$ cat config.mk
export PLATFORM = sky130hd
export DESIGN_NAME = gfvc_front
export DESIGN_NICKNAME = d
export VERILOG_FILES = /design/src/design/gfvc_pkg.sv /design/src/design/gfvc_front.sv
export SDC_FILE = /design/constraint.sdc
export NUM_CORES = 1
export LEC_CHECK = 0
export BUFFER_PORTS_ARGS = -buffer_cell sky130_fd_sc_hd__buf_2
export CAP_MARGIN = 10
export CORE_MARGIN = 5
export CORE_UTILIZATION = 61
export CTS_CLUSTER_DIAMETER = 30
export DETAILED_ROUTE_END_ITERATION = 6
export GPL_ROUTABILITY_DRIVEN = 0
export GPL_TIMING_DRIVEN = 0
export PLACE_DENSITY = 0.84
export SLEW_MARGIN = 10
export SYNTH_ARGS = -nofsm -noshare
export SYNTH_HDL_FRONTEND = slang
export SYNTH_SLANG_ARGS = --single-unit
$ cat constraint.sdc
create_clock -name clk -period 8.6 [get_ports clk]
set_input_delay 1.29 -clock clk [delete_from_list [all_inputs] [get_ports clk]]
set_output_delay 1.29 -clock clk [all_outputs]
set_load 0.01 [all_outputs]
$ cat src/design/gfvc_pkg.sv
package gfvc_pkg;

  localparam int MAX_BITS    = 64;
  localparam int ROW_CAP     = 32;
  localparam int IDX_W       = 5;
  localparam int CNT_W       = 6;
  localparam int DIG_W       = 4;
  localparam int CONST_W     = 6;
  localparam int QUEUE_DEPTH = 4;
  localparam int QPTR_W      = 2;
  localparam int QCNT_W      = 3;
  localparam int OUT_DATA_W  = 72;

  localparam logic [MAX_BITS-1:0] MOD_RESET = 64'd27;

  typedef logic [MAX_BITS-1:0] gf_word_t;

  // Control tag of the item at the head of the queue.
  typedef struct packed {
    logic valid;
    logic last;
  } item_tag_t;

  function automatic gf_word_t gf_mask(int kk);
    return ((gf_word_t'(1) << (kk - 1)) << 1) - gf_word_t'(1);
  endfunction

  // One Horner step, most significant multiplier bit first: r = r*x + bit*a.
  function automatic gf_word_t gf_step(gf_word_t r, gf_word_t a, gf_word_t m,
                                       logic bit_in, int kk);
    gf_word_t x;
    logic     top;
    top = r[kk-1];
    x   = (r << 1) & gf_mask(kk);
    if (top) x = x ^ m;
    if (bit_in) x = x ^ a;
    return x;
  endfunction

  function automatic gf_word_t gf_step_digit(gf_word_t r, gf_word_t a, gf_word_t m,
                                             logic [DIG_W-1:0] d, int kk);
    gf_word_t x;
    x = r;
    for (int b = DIG_W - 1; b >= 0; b--) begin
      x = gf_step(x, a, m, d[b], kk);
    end
    return x;
  endfunction

  // Reduces a row constant (at most CONST_W bits) into the field.
  function automatic gf_word_t gf_reduce_row(gf_word_t x_in, gf_word_t m, int kk);
    gf_word_t x;
    x = x_in;
    for (int i = CONST_W - 1; i >= 0; i--) begin
      if (i >= kk && x[i]) begin
        x[i] = 1'b0;
        x    = x ^ (m << (i - kk));
      end
    end
    return x & gf_mask(kk);
  endfunction

  // Multiplies a reduced element by a small constant.
  function automatic gf_word_t gf_mul_const(gf_word_t p, gf_word_t m,
                                            logic [CONST_W-1:0] c, int kk);
    gf_word_t r;
    r = '0;
    for (int i = CONST_W - 1; i >= 0; i--) begin
      r = gf_step(r, p, m, c[i], kk);
    end
    return r;
  endfunction

endpackage

$ cat src/design/gfvc_front.sv
module gfvc_front #(
  parameter int K = 64
) (
  input  logic                          clk,
  input  logic                          rst_n,
  input  logic                          in_tvalid,
  output logic                          in_tready,
  input  logic [gfvc_pkg::MAX_BITS-1:0] in_tdata,
  input  logic                          in_tlast,
  input  logic                          pop,
  output gfvc_pkg::item_tag_t           head_tag,
  output logic [K-1:0]                  head_share
);
  import gfvc_pkg::*;

  logic [K-1:0]             share_q [QUEUE_DEPTH];
  logic [QUEUE_DEPTH-1:0]   last_q;
  logic [QPTR_W-1:0]        wr_ptr_r, wr_ptr_nxt;
  logic [QPTR_W-1:0]        rd_ptr_r, rd_ptr_nxt;
  logic [QCNT_W-1:0]        cnt_r, cnt_nxt;
  logic                     push;
  logic                     do_pop;

  assign in_tready = (cnt_r != QCNT_W'(QUEUE_DEPTH));
  assign push      = in_tvalid && in_tready;
  assign do_pop    = pop && (cnt_r != '0);

  assign wr_ptr_nxt = push ? wr_ptr_r + QPTR_W'(1) : wr_ptr_r;
  assign rd_ptr_nxt = do_pop ? rd_ptr_r + QPTR_W'(1) : rd_ptr_r;
  assign cnt_nxt    = cnt_r + QCNT_W'(push) - QCNT_W'(do_pop);

  assign head_tag.valid = (cnt_r != '0);
  assign head_tag.last  = last_q[rd_ptr_r];
  assign head_share     = share_q[rd_ptr_r];

  always_ff @(posedge clk) begin
    if (!rst_n) begin
      wr_ptr_r <= '0;
      rd_ptr_r <= '0;
      cnt_r    <= '0;
    end else begin
      wr_ptr_r <= wr_ptr_nxt;
      rd_ptr_r <= rd_ptr_nxt;
      cnt_r    <= cnt_nxt;
    end
  end

  // Share bits at and above the field width are dropped on entry.
  always_ff @(posedge clk) begin
    if (push) begin
      share_q[wr_ptr_r] <= in_tdata[K-1:0];
      last_q[wr_ptr_r]  <= in_tlast;
    end
  end

endmodule

==> results.yml <==
setup_path:
  worst-setup-path-type: "reg2out"
  cp.required_ps: 7310
  crit_fanout: 10
  r2r_cells: 10
  critPathMostFrequentCell: "buf_2"
  startpoint_type: "flop"
  end_kind: "output pin"
  cpPeakStageDelay_ps: 400
  rrSetupSlack_ps: 5860
  r2r-start: "cnt_r[0]"
  critical-path-top-delay-family: "buffers and inverters"
  r2r_end: "cnt_r[2]"
  crit_buf_inv: 3
  worstPathCellList: "clkbuf_2 -> buf_2 -> mux4_2 -> buf_2"
  critPathSlowestCell: "mux4_2"
  critPathArrivalTime_ps: 2010
sta:
  finalSetupViolCount: 0
  maxSlewHeadroom: 0.5578
  tightest_slew_ps: 661.9
  min_period_ps: 3302
  hold_viol_final: 0
  rsz0062_at_grt: "false"
  drv_slew: 0
  tns_ps: 0
  timing.fmax_mhz: 302.9
  layout_setup_ws_ps: 5298
  skew_ps: 15.17
  timing.final.crit_share: 0.3839
detailed_routing:
  firstDrtPassIters: 4
  viasPerCell: 5.627
  drc: 0
  wl_mm: 19.41
  drt_iter0_markers: 241
  avgRoutedWirePerCell_um: 23.75
  vias: 4597
  ant_nets: 0
cts:
  clock_latency_ps: 510
  clock_path_buffers: 3
  cts_tree: "yes"
  htreeDepth: 2
  post_cts_resized: 0
  clkSinkCount: 269
  clk_pin_slew_ps: 50
  cts_made_buffers: 41
  cts_setup_buffers: 0
  ctsHoldBuffers: 0
  cts-root-buf: "clkbuf_16"
layout:
  layout-drive-gt1-share: 0.4609
  fillers: 817
  final_nets: 645
  ff_latch_area_um2: 7988
  post-route-cell-area_um2: 12420
  multiInputGateArea_um2: 1755
  syn_to_final_growth_pct: 25.14
  post-route-util: 0.7791
  antennaDiodeCount: 0
pwr:
  vdd_ir_drop_max_mv: 0.2614
  power.density_nw_per_um2: 335.0
  p_leak_nw: 4.311
flow_run:
  maxCapViolCount: 0
synth:
  synth_seq_cells: 269
  netlist.top_cell.by_area: "edfxtp_1"
  syn_nets: 464
  ys_seq_area_frac: 0.8047
  syn_area_per_cell_um2: 25.58
  synth_area_leaders: "edfxtp_1, mux4_2, dfxtp_1, buf_12, mux4_1"
  netlist_top_cells_count: "edfxtp_1, mux4_2, dfxtp_1, and2_1"
  yosys_most_used_dff: "edfxtp_1"
  synth.most_common_cell: "edfxtp_1"
  yosysUniqueCellTypes: 22
  ys.warnings.count: 0
  netlist.area_leader.share: 0.7866
  syn-cell-area_um2: 9926
  syn_inst: 388
  synth-edff-count: 260
  async_flop_share: 0
worst_hold_path:
  hp-class: "reg2reg"
  hold_path_depth: 2
  hold_path_end: "wr_ptr_r[1]"
  hold_start: "wr_ptr_r[1]"
global_route:
  antenna_found_initial: 0
  grt_start_max_net_pins: 46
  grt_usage: 0.2154
  grt_pass1_wl_mm: 29.57
  grt_pass1_vias: 5157
  gr-total-overflow: 0
placed_design:
  place_ws_ps: 5011
  port_buffers: 134
  place_area_um2: 10990
  place_hpwl_mm: 10.75
floorplan:
  core_um2: 15940
  start_util: 0.6226
  die_width_um: 137.6
  dieArea_um2: 18920
  rows: 46
  fp.dieH_um: 137.6
  io_pins: 136
run_status:
  status: "finished clean"
[layer usage]
| metal | share of wire | track usage | vias to the layer above |
|---|---|---|---|
| met5 | 0 | 0 | - |
| met2 | 0.52 | 0.3707 | 185 |
| met3 | 0.074 | 0.06026 | 32 |
| li1 | - | - | 2023 |
| met1 | 0.38 | 0.2673 | 2357 |
| met4 | 0.020 | 0.06929 | 0 |
[area by class of cell]
class | instances | share of cell area
Clock buffer | 53 | 0.08784
Inverter | 6 | 0.001813
Buffer | 15 | 0.01370
Tap cell | 216 | 0.02176
Timing Repair Buffer | 138 | 0.06286
Clock inverter | 22 | 0.02760
Sequential cell | 269 | 0.6431
Multi-Input combinational cell | 98 | 0.1413
[worst reg2reg max path: stages, from the launching register on]
cell      delay (ps)
dfxtp_1          410
nor2_1            90
a21boi_1         550
inv_1            110
ha_1             300
inv_1             40
ha_1             180
fa_1             400
xnor2_1          250
xnor2_1          130
and2_1           170
[worst max path at each step]
stage / start / endpoint / slack, ps / cells past startpoint
2_1_floorplan: in_tvalid / last_q[0] / 4920 / 2
3_3_place_gp: in_tvalid / share_q[3][34] / 3670 / 3
3_5_place_dp: in_tvalid / cnt_r[2] / 5010 / 10
4_1_cts: flop / head_share[47] / 5250 / 4
5_1_grt: flop / head_share[47] / 5220 / 4
6_report: flop / head_share[47] / 5300 / 4
[state kept, by name, indices dropped and copies added (netlist names), named ones only]
name / flops
share_q: 256
last_q: 4
cnt_r: 3
rd_ptr_r: 2
wr_ptr_r: 2
[placed cells by master, fill, tap and decap left out, drive strengths merged]
cell type,count
clkinv,11
a21boi,1
o31a,1
nor2b,2
xnor2,4
or3,1
inv,7
and2,8
clkbuf,55
nand2,5
edfxtp,260
mux2i,2
o311ai,1
fa,1
mux4,65
ha,6
dfxtp,9
bufinv,8
buf,151
nor2,1
clkinvlp,2
[power breakdown]
| part | internal, mW | switching, mW |
|---|---|---|
| Clock | 1.14 | 0.551 |
| Combinational | 0.417 | 0.418 |
| Sequential | 1.59 | 0.0449 |
| Total | 3.15 | 1.01 |
[cells by family (layout without fill, tap and decap cells)]
family | count (synthesis) | in the layout | share of synthesized area
buffers and inverters | 21 | 234 | 0.01941
AO/OA/AOI/OAI | 3 | 3 | 0.002522
XOR/XNOR | 4 | 4 | 0.003529
AND/OR/NAND/NOR | 17 | 17 | 0.009202
multiplexers | 67 | 67 | 0.1510
flip-flops | 269 | 269 | 0.8047
adder cells (fa/ha/maj) | 7 | 7 | 0.009580
[per-stage QoR]
step	std cells	power (mW)	hold slack (ps)
detailed placement	742	2.499	524.3
global route	817	4.333	566.4
CTS	817	4.213	530.8
floorplan	388	2.199	467.7
global placement	738	2.461	474.5
finish	817	4.160	523.0
Note: power is estimated with default switching activity, not from simulation.
