<file path="config.mk">
export PLATFORM = sky130hd
export DESIGN_NAME = gfvc_emit
export DESIGN_NICKNAME = d
export VERILOG_FILES = /design/src/design/gfvc_pkg.sv /design/src/design/gfvc_emit.sv
export SDC_FILE = /design/constraint.sdc
export NUM_CORES = 1
export LEC_CHECK = 0
export BUFFER_PORTS_ARGS = -buffer_cell sky130_fd_sc_hd__buf_4
export CORE_MARGIN = 10
export CORE_UTILIZATION = 48
export CTS_BUF_LIST = sky130_fd_sc_hd__clkbuf_8 sky130_fd_sc_hd__clkbuf_16
export DETAILED_ROUTE_END_ITERATION = 6
export HOLD_SLACK_MARGIN = 0.12
export PLACE_DENSITY = 0.75
export SYNTH_ARGS = -nofsm -noshare
export SYNTH_HDL_FRONTEND = slang
export SYNTH_SLANG_ARGS = --single-unit
</file>
<file path="constraint.sdc">
create_clock -name clk -period 10.1 [get_ports clk]
set_clock_uncertainty 0.15 [all_clocks]
set_input_delay 1.01 -clock clk [delete_from_list [all_inputs] [get_ports clk]]
set_output_delay 1.01 -clock clk [all_outputs]
set_load 0.02 [all_outputs]
</file>
<file path="src/design/gfvc_pkg.sv">
package gfvc_pkg;

  localparam int MAX_BITS    = 64;
  localparam int ROW_CAP     = 32;
  localparam int IDX_W       = 5;
  localparam int CNT_W       = 6;
  localparam int DIG_W       = 4;
  localparam int CONST_W     = 6;
  localparam int QUEUE_DEPTH = 4;
  localparam int QPTR_W      = 2;
  localparam int QCNT_W      = 3;
  localparam int OUT_DATA_W  = 72;

  localparam logic [MAX_BITS-1:0] MOD_RESET = 64'd27;

  typedef logic [MAX_BITS-1:0] gf_word_t;

  // Control tag of the item at the head of the queue.
  typedef struct packed {
    logic valid;
    logic last;
  } item_tag_t;

  function automatic gf_word_t gf_mask(int kk);
    return ((gf_word_t'(1) << (kk - 1)) << 1) - gf_word_t'(1);
  endfunction

  // One Horner step, most significant multiplier bit first: r = r*x + bit*a.
  function automatic gf_word_t gf_step(gf_word_t r, gf_word_t a, gf_word_t m,
                                       logic bit_in, int kk);
    gf_word_t x;
    logic     top;
    top = r[kk-1];
    x   = (r << 1) & gf_mask(kk);
    if (top) x = x ^ m;
    if (bit_in) x = x ^ a;
    return x;
  endfunction

  function automatic gf_word_t gf_step_digit(gf_word_t r, gf_word_t a, gf_word_t m,
                                             logic [DIG_W-1:0] d, int kk);
    gf_word_t x;
    x = r;
    for (int b = DIG_W - 1; b >= 0; b--) begin
      x = gf_step(x, a, m, d[b], kk);
    end
    return x;
  endfunction

  // Reduces a row constant (at most CONST_W bits) into the field.
  function automatic gf_word_t gf_reduce_row(gf_word_t x_in, gf_word_t m, int kk);
    gf_word_t x;
    x = x_in;
    for (int i = CONST_W - 1; i >= 0; i--) begin
      if (i >= kk && x[i]) begin
        x[i] = 1'b0;
        x    = x ^ (m << (i - kk));
      end
    end
    return x & gf_mask(kk);
  endfunction

  // Multiplies a reduced element by a small constant.
  function automatic gf_word_t gf_mul_const(gf_word_t p, gf_word_t m,
                                            logic [CONST_W-1:0] c, int kk);
    gf_word_t r;
    r = '0;
    for (int i = CONST_W - 1; i >= 0; i--) begin
      r = gf_step(r, p, m, c[i], kk);
    end
    return r;
  endfunction

endpackage

</file>
<file path="src/design/gfvc_emit.sv">
module gfvc_emit #(
  parameter int K      = 64,
  parameter int ROWS   = 5,
  parameter int ROWS_D = 5
) (
  input  logic                              clk,
  input  logic                              rst_n,
  input  logic                              load,
  input  logic [ROWS_D-1:0][K-1:0]          load_vals,
  output logic                              can_load,
  output logic                              out_tvalid,
  input  logic                              out_tready,
  output logic [gfvc_pkg::OUT_DATA_W-1:0]   out_tdata,
  output logic                              out_tlast
);
  import gfvc_pkg::*;

  logic [ROWS_D-1:0][K-1:0]  vals_r;
  logic [CNT_W-1:0]          cnt_r, cnt_nxt;
  logic                      take;
  logic [IDX_W-1:0]          idx;

  assign out_tvalid = (cnt_r != '0);
  assign take       = out_tvalid && out_tready;
  assign can_load   = (cnt_r == '0) || ((cnt_r == CNT_W'(1)) && out_tready);
  assign out_tlast  = (cnt_r == CNT_W'(1));
  assign idx        = IDX_W'(CNT_W'(ROWS) - cnt_r);
  assign out_tdata  = {(OUT_DATA_W - MAX_BITS - IDX_W)'(0), idx, MAX_BITS'(vals_r[0])};

  always_comb begin
    cnt_nxt = cnt_r;
    if (load) begin
      cnt_nxt = CNT_W'(ROWS);
    end else if (take) begin
      cnt_nxt = cnt_r - CNT_W'(1);
    end
  end

  always_ff @(posedge clk) begin
    if (!rst_n) begin
      cnt_r <= '0;
    end else begin
      cnt_r <= cnt_nxt;
    end
  end

  // Row 0 of the buffer is the output register; rows move down as they are taken.
  always_ff @(posedge clk) begin
    if (load) begin
      vals_r <= load_vals;
    end else if (take) begin
      for (int i = 0; i < ROWS_D - 1; i++) begin
        vals_r[i] <= vals_r[i+1];
      end
    end
  end

endmodule

</file>
==> results.md, run 1 <==
* Top-Level Pins at 399
* WL/cell at 20.6 um
* Clock H-tree levels at 2
* Clock Pin Slew Worst Setup and Hold Paths at 60 ps
* Hpwl dp at 21,900 um
* Largest net degree at the start of global routing at 109
* Cells after synthesis at 721
* Place WS at 5640 ps
* Number of global-route vias before repair at 7,743
* WP data arrival at 3820 ps
* Vias per Instance at 4.84
* Initial core utilization at 48.7%
* Netlist cell types at 28
* Core Region at 0.0279 mm^2
* Number of setup buffers added after CTS at 0
* Die Y-Extent at 188 um
* Overflow after GRT at 0
* Area grow syn2layout at 29.2%
* CTS sink count at 326
* Final setup violation count at 0
* CTS resizes at 0
* Setup CP Type: in -> reg
* CTS tree: yes
* P_leak at 6.89 nW
* Clock Latency Late Sink at 500 ps
* Num rows at 61
* Syn avg cell area at 18.8 um^2
* Sequential share of the synthesized area at 71.7%
* Commonest non-fill, non-tap cell in the layout: buf_4
* Slew @ Worst Pin at 1090 ps
* Synth warn at 0
* First-pass GRT wire length at 45,000 um
* 1st-pass router iterations at 4
* Hold crit path type: reg -> reg
* Fmax at 259 MHz
* IO buf count at 395
* RSZ-0062 raised after global routing: false
* Power Dens Cells at 192 mW/mm^2
* Hold depth at 1
* Crit share post-route at 38.2%
* Hold Fails Final Rpt at 0
* Max VDD drop at 0.172 mV
* Post-route setup slack at 6240 ps
* Routed wire length at 30,100 um
* Min Tclk post-route at 3860 ps
* GRT Total Usage at 16.4%
* DIE WIDTH at 188 um
* CP Data Required Time at 10,060 ps
* Post-synthesis instance area at 0.0136 mm^2
* Crit end category: register
* Sum of negative setup slack at 0 ps
* CP Max Fanout at 108
* Hold buffers post-CTS at 0
* Antenna Nets Post-Route at 0
* Max-slew violations at 0
* Final Net Count at 1,392
* Die area at 0.0354 mm^2
* Slew HR at 27.0%
* Initial DRC Count at 423
* MaxCap Viol Count at 0
* Vias post-DR at 7,084
* Max clock buf depth at 3
* Outcome: finished, final reports clean
* CTS buffer count at 35
* FF+latch count, synth at 326
* CP Launch Type: input port
* Drt drc at 0
* GP Congestion at 0.805
* Initial antenna violation count at 1
* Share of cells above drive strength 1 at 61.2%
* CTS root buffer: clkbuf_16
* Most frequent cells in the layout: 400 x buf_4, 320 x edfxtp_1, 211 x mux2_2, 45 x mux2_1, 37 x clkbuf_16
* Worst r2r path cells at 6
## report_power, final
group | internal [W] | total [W] | leakage (nW) | switching, W
registers | 0.00167 | 0.00172 | 3.25 | 0.0000407
clock network | 0.000760 | 0.00125 | 0.577 | 0.000491
logic | 0.000216 | 0.000396 | 3.07 | 0.000179
total | 0.00265 | 0.00336 | 6.89 | 0.000711
## layout make-up
cell class                 instances  area [um^2]
fill                            2098        10300
sequential                       326         9730
multi-input combinational        294         3180
timing repair buffer             401         3020
clock buffer                      37          926
tap                              378          473
clock inverter                    23          200
inverter                           5         18.8
antenna                            1         2.50
## layer usage
metal	vias to the layer above	GRT usage (%)	part of all wire, %
met3	52	4.95	6.7
met5	-	0	0
li1	3387	-	-
met4	0	5.82	2.8
met2	224	29.1	53
met1	3421	18.2	38
## final timing paths
path	from	to	slack (ps)
setup reg to reg	cnt_r[1]	out_tdata[34]	6250
hold reg to reg	vals_r[311]	vals_r[247]	370
setup / recovery	load	out_tdata[34]	6240
hold / removal	vals_r[311]	vals_r[247]	370
## cells in the mapped netlist
master	number	area, um^2
nor4_4	1	21.3
and2_2	1	7.51
mux2_1	45	507
a2111oi_2	1	15.0
edfxtp_1	320	9610
or2_1	1	6.26
nor2_1	4	15.0
inv_1	5	18.8
xnor2_1	4	35.0
ha_1	5	62.6
nand3b_1	1	7.51
nand2b_1	1	6.26
a21o_1	1	7.51
conb_1	1	3.75
mux2_2	211	2380
nand3_1	1	5.00
buf_4	68	510
xor2_1	1	8.76
nor2b_1	2	12.5
clkbuf_1	1	3.75
a21boi_1	1	7.51
a21oi_1	3	15.0
buf_2	29	145
a21oi_2	1	8.76
o21a_1	1	7.51
a211oi_1	3	22.5
nand2_1	2	7.51
dfxtp_1	6	120
## registers in the layout, summed over array words and instances (netlist names)
register and flops:
vals_r 256, out_tdata 64, cnt_r 6
## kinds of logic after synthesis
kind of cell | share of synthesized area (%)
flip-flops | 71.7
multiplexers | 21.2
buffers and inverters | 5.00
AND/OR/NAND/NOR | 0.655
AO/OA/AOI/OAI | 0.618
adder cells (fa/ha/maj) | 0.461
XOR/XNOR | 0.323
other | 0.0276
## critical path, stage by stage
cell and delay [ps]:
buf_8 550, or2_4 540, buf_4 770, buf_4 840
## through the flow
step	hold WS (ps)	std cells	power (W)	utilization [%]	instance area [um^2]
global route	387	1465	0.00350	63.0	17500
finish	371	1465	0.00336	63.0	17500
floorplan	351	723	0.00200	-	13600
global placement	356	1404	0.00213	58.9	16400
detailed placement	362	1404	0.00214	58.9	16400
CTS	374	1464	0.00340	63.0	17500
(Power assumes the default switching activity.)
==> inputs of run 2 (changes only) <==
==> constraint.sdc (replaced) <==
create_clock -name clk -period 3.9 [get_ports clk]
set_clock_uncertainty 0.15 [all_clocks]
set_input_delay 0.39 -clock clk [delete_from_list [all_inputs] [get_ports clk]]
set_output_delay 0.39 -clock clk [all_outputs]
set_load 0.02 [all_outputs]
==> results.md, run 2 <==
* CTS root buffer: clkbuf_16
* FF+latch count, synth at 326 (unchanged)
* Error msg: [ERROR RSZ-0060] Max buffer count reached.
* Hpwl dp at 22,500 um (+2.6%)
* Clock H-tree levels at 2 (unchanged)
* Sequential share of the synthesized area at 71.7% (unchanged)
* Most frequent cells after synthesis: 320 x edfxtp_1, 211 x mux2_2, 68 x buf_4
* Synth top area cells: edfxtp_1 71%, mux2_2 18%, buf_4 3.8%, mux2_1 3.7%, buf_2 1.1%
* Top-Level Pins at 399 (unchanged)
* Cells after synthesis at 721 (unchanged)
* EDFF count, synth at 320 (unchanged)
* Netlist cell types at 28 (unchanged)
* Synth warn at 0 (unchanged)
* Max clock buf depth at 3 (unchanged)
* IO buf count at 395 (unchanged)
* Initial core utilization at 48.7% (unchanged)
* Hold buffers post-CTS at 295 (+295)
* Die Y-Extent at 188 um (unchanged)
* Number of setup buffers added after CTS at 0 (unchanged)
* Ys flop type: edfxtp_1
* CTS sink count at 326 (unchanged)
* CTS resizes at 0 (unchanged)
* Post-synthesis instance area at 0.0136 mm^2 (unchanged)
* Num rows at 61 (unchanged)
* Asr flop ratio synth at 0% (unchanged)
* Post-synth top area share at 70.8% (unchanged)
* Halt Stage: clock tree synthesis (4_1_cts)
* GP Congestion at 0.819 (+1.8%)
* Placed cells at 1,408 (+0.28%)
* CTS buffer count at 35 (unchanged)
* Post-synth top area cell: edfxtp_1
* Top-count cell post-synth: edfxtp_1
* DIE WIDTH at 188 um (unchanged)
* Place WS at 1320 ps (-4330 ps)
* Outcome: did not finish
* Syn avg cell area at 18.8 um^2 (unchanged)
run 2: cell counts after synthesis:
Identical to the previous run, type by type.
run 2: logic make-up after synthesis:
family                   share of synthesized area, %
flip-flops                                       71.7
multiplexers                                     21.2
buffers and inverters                            5.00
AND/OR/NAND/NOR                                 0.655
AO/OA/AOI/OAI                                   0.618
adder cells (fa/ha/maj)                         0.461
XOR/XNOR                                        0.323
other                                          0.0276
run 2: metrics by stage:
| step | area [um^2] | hold WS [ps] | utilization [%] |
|---|---|---|---|
| after floorplan | 13600 | 339 | - |
| after global placement | 16500 | 354 | 59.2 |
| after detailed placement | 16500 | 360 | 59.2 |
==> inputs of run 3 (changes only) <==
--- a/config.mk
+++ b/config.mk
@@ -7,11 +7,9 @@
 export LEC_CHECK = 0
 export BUFFER_PORTS_ARGS = -buffer_cell sky130_fd_sc_hd__buf_4
 export CORE_MARGIN = 10
-export CORE_UTILIZATION = 48
-export CTS_BUF_LIST = sky130_fd_sc_hd__clkbuf_8 sky130_fd_sc_hd__clkbuf_16
+export CORE_UTILIZATION = 33
 export DETAILED_ROUTE_END_ITERATION = 6
-export HOLD_SLACK_MARGIN = 0.12
-export PLACE_DENSITY = 0.75
+export PLACE_DENSITY_LB_ADDON = 0.15
 export SYNTH_ARGS = -nofsm -noshare
 export SYNTH_HDL_FRONTEND = slang
 export SYNTH_SLANG_ARGS = --single-unit
==> results.md, run 3 (synthesis results as in run 1) <==
* Overflow after GRT at 0
* Hold depth at 2
* Final setup violation count at 0
* RSZ-0062 raised after global routing: false
* Antenna Nets Post-Route at 0
* Sw Pwr at 0.00205 W
* First-pass GRT wire length at 55,600 um
* Area grow syn2layout at 55.1%
* Part of the power in registers at 48.2%
* Outcome: finished, final reports clean
* Max VDD drop at 0.329 mV
* Clock H-tree levels at 2 (unchanged)
* Initial DRC Count at 421
* Vias post-DR at 8,363
* Num rows at 74 (+21%)
* Pwr Total at 0.00920 W
* Clock share of power at 37.3%
* FF/Latch Area at 0.00973 mm^2
* Share of cells above drive strength 1 at 47.4%
* CTS buffer count at 39 (+11%)
* Worst R2R Start: cnt_r[1]
* Fmax at 367 MHz
* Number of global-route vias before repair at 9,515
* WP data arrival at 2760 ps
* CP Data Required Time at 3930 ps
* Slew HR at 41.4%
* Worst Hold Launch: load_vals[206]
* P_leak at 8.24 nW
* Clock Pin Slew Worst Setup and Hold Paths at 60 ps
* MaxCap Viol Count at 0
* Vias per Instance at 4.29
* Max-slew violations at 0
* P_int at 0.00715 W
* CTS root buffer: clkbuf_16
* Net Sw Frac at 22.3%
* R2R Path End: vals_r[149]
* Sum of negative setup slack at 0 ps
* Commonest non-fill, non-tap cell in the layout: buf_4
* 1st-pass router iterations at 4
* Top-Level Pins at 399 (unchanged)
* CP Max Fanout at 74
* Die area at 0.0496 mm^2
* Max clock buf depth at 3 (unchanged)
* Area of the multi-input gates at 0.00318 mm^2
* Cell Count, Final, Fillers Out at 1,949
* Hold crit path type: in -> reg
* Combinational fraction of design power at 14.4%
* Worst r2r path cells at 5
* Final Net Count at 1,715
* Placed cells at 1,562 (+11%)
* Setup CP Type: reg -> reg
* WL/cell at 18.5 um
* Drt drc at 0
* Initial core utilization at 33.3% (-15 points)
* Power Dens Cells at 437 mW/mm^2
* IO buf count at 395 (unchanged)
* Routed wire length at 36,100 um
* DIE WIDTH at 223 um (+18%)
* Crit end category: register
* Max reg flops at 256
* Hold endpoint: vals_r[206]
* Clock Latency Late Sink at 530 ps
* Min Tclk post-route at 2730 ps
* Hold Fails Final Rpt at 0
* Hpwl dp at 23,700 um (+5.7%)
* CTS sink count at 326 (unchanged)
* Reg with most FFs: vals_r
* GP Congestion at 0.765 (-6.6%)
* Fillers at 3,323
* Initial antenna violation count at 3
* Crit share post-route at 69.9%
* Die Y-Extent at 223 um (+18%)
* Largest net degree at the start of global routing at 132
* Worst hold margin at 32.6 ps
* CP Launch Type: register
* CTS tree: yes
* GRT Total Usage at 14.1%
* R2r setup slk at 1170 ps
* Core Region at 0.0407 mm^2
* Most frequent cells in the layout: 400 x buf_4, 320 x edfxtp_1, 315 x dlygate4sd3_1, 211 x mux2_2, 45 x mux2_1
* Slew @ Worst Pin at 879 ps
[run 3: worst max path at each step]
stage	from	slack (ps)	to
3_3_place_gp	cnt_r[1]	1220	out_tdata[30]
3_5_place_dp	cnt_r[1]	1150	out_tdata[30]
4_1_cts	cnt_r[1]	1140	out_tdata[26]
6_report	cnt_r[1]	1170	vals_r[149]
5_1_grt	cnt_r[1]	980	vals_r[158]
2_1_floorplan	cnt_r[0]	370	out_tdata[0]
[run 3: routing by layer]
metal | track usage, % | vias up | wire, um
met5 | 0 | - | 0
met4 | 5.32 | 0 | 941
met3 | 3.27 | 62 | 1720
met2 | 25.6 | 211 | 19400
met1 | 15.8 | 4051 | 14100
li1 | - | 4039 | -
[run 3: power by group through the flow]
stage	logic (W)	clock network [W]	registers (W)
final	0.00133	0.00343	0.00444
after global routing	0.00143	0.00369	0.00448
after CTS	0.00135	0.00356	0.00444
after detailed placement	0.00107	0	0.00451
after global placement	0.00106	0	0.00450
after floorplan	0.000653	0	0.00448
[run 3: cell type report]
| class | instances | share of cell area [%] |
|---|---|---|
| Antenna cell | 3 | 0.0357 |
| Clock buffer | 49 | 5.02 |
| Clock inverter | 20 | 0.678 |
| Inverter | 5 | 0.0892 |
| Multi-Input combinational cell | 294 | 15.1 |
| Sequential cell | 326 | 46.2 |
| Tap cell | 532 | 3.16 |
| Timing Repair Buffer | 720 | 29.7 |
[run 3: worst max-delay path, cell delays in order, from the launching register on]
cell      delay [ps]
dfxtp_1          400
inv_1            120
ha_1             290
a21boi_1         330
or2_4            590
buf_12           390
[run 3: through the flow]
stage	util, %	instance area, um^2	worst slack, ps
3_3_place_gp	41.0	16700	1220
6_report	51.7	21000	1170
2_1_floorplan	-	13600	375
4_1_cts	51.6	21000	1140
3_5_place_dp	41.0	16700	1150
5_1_grt	51.7	21000	982
[run 3: what timing repair did]
action                    4_1_cts  5_1_grt
hold endpoints to repair      316        0
buffers inserted                0        0
hold buffers                  315        0
gates resized for setup         0        0
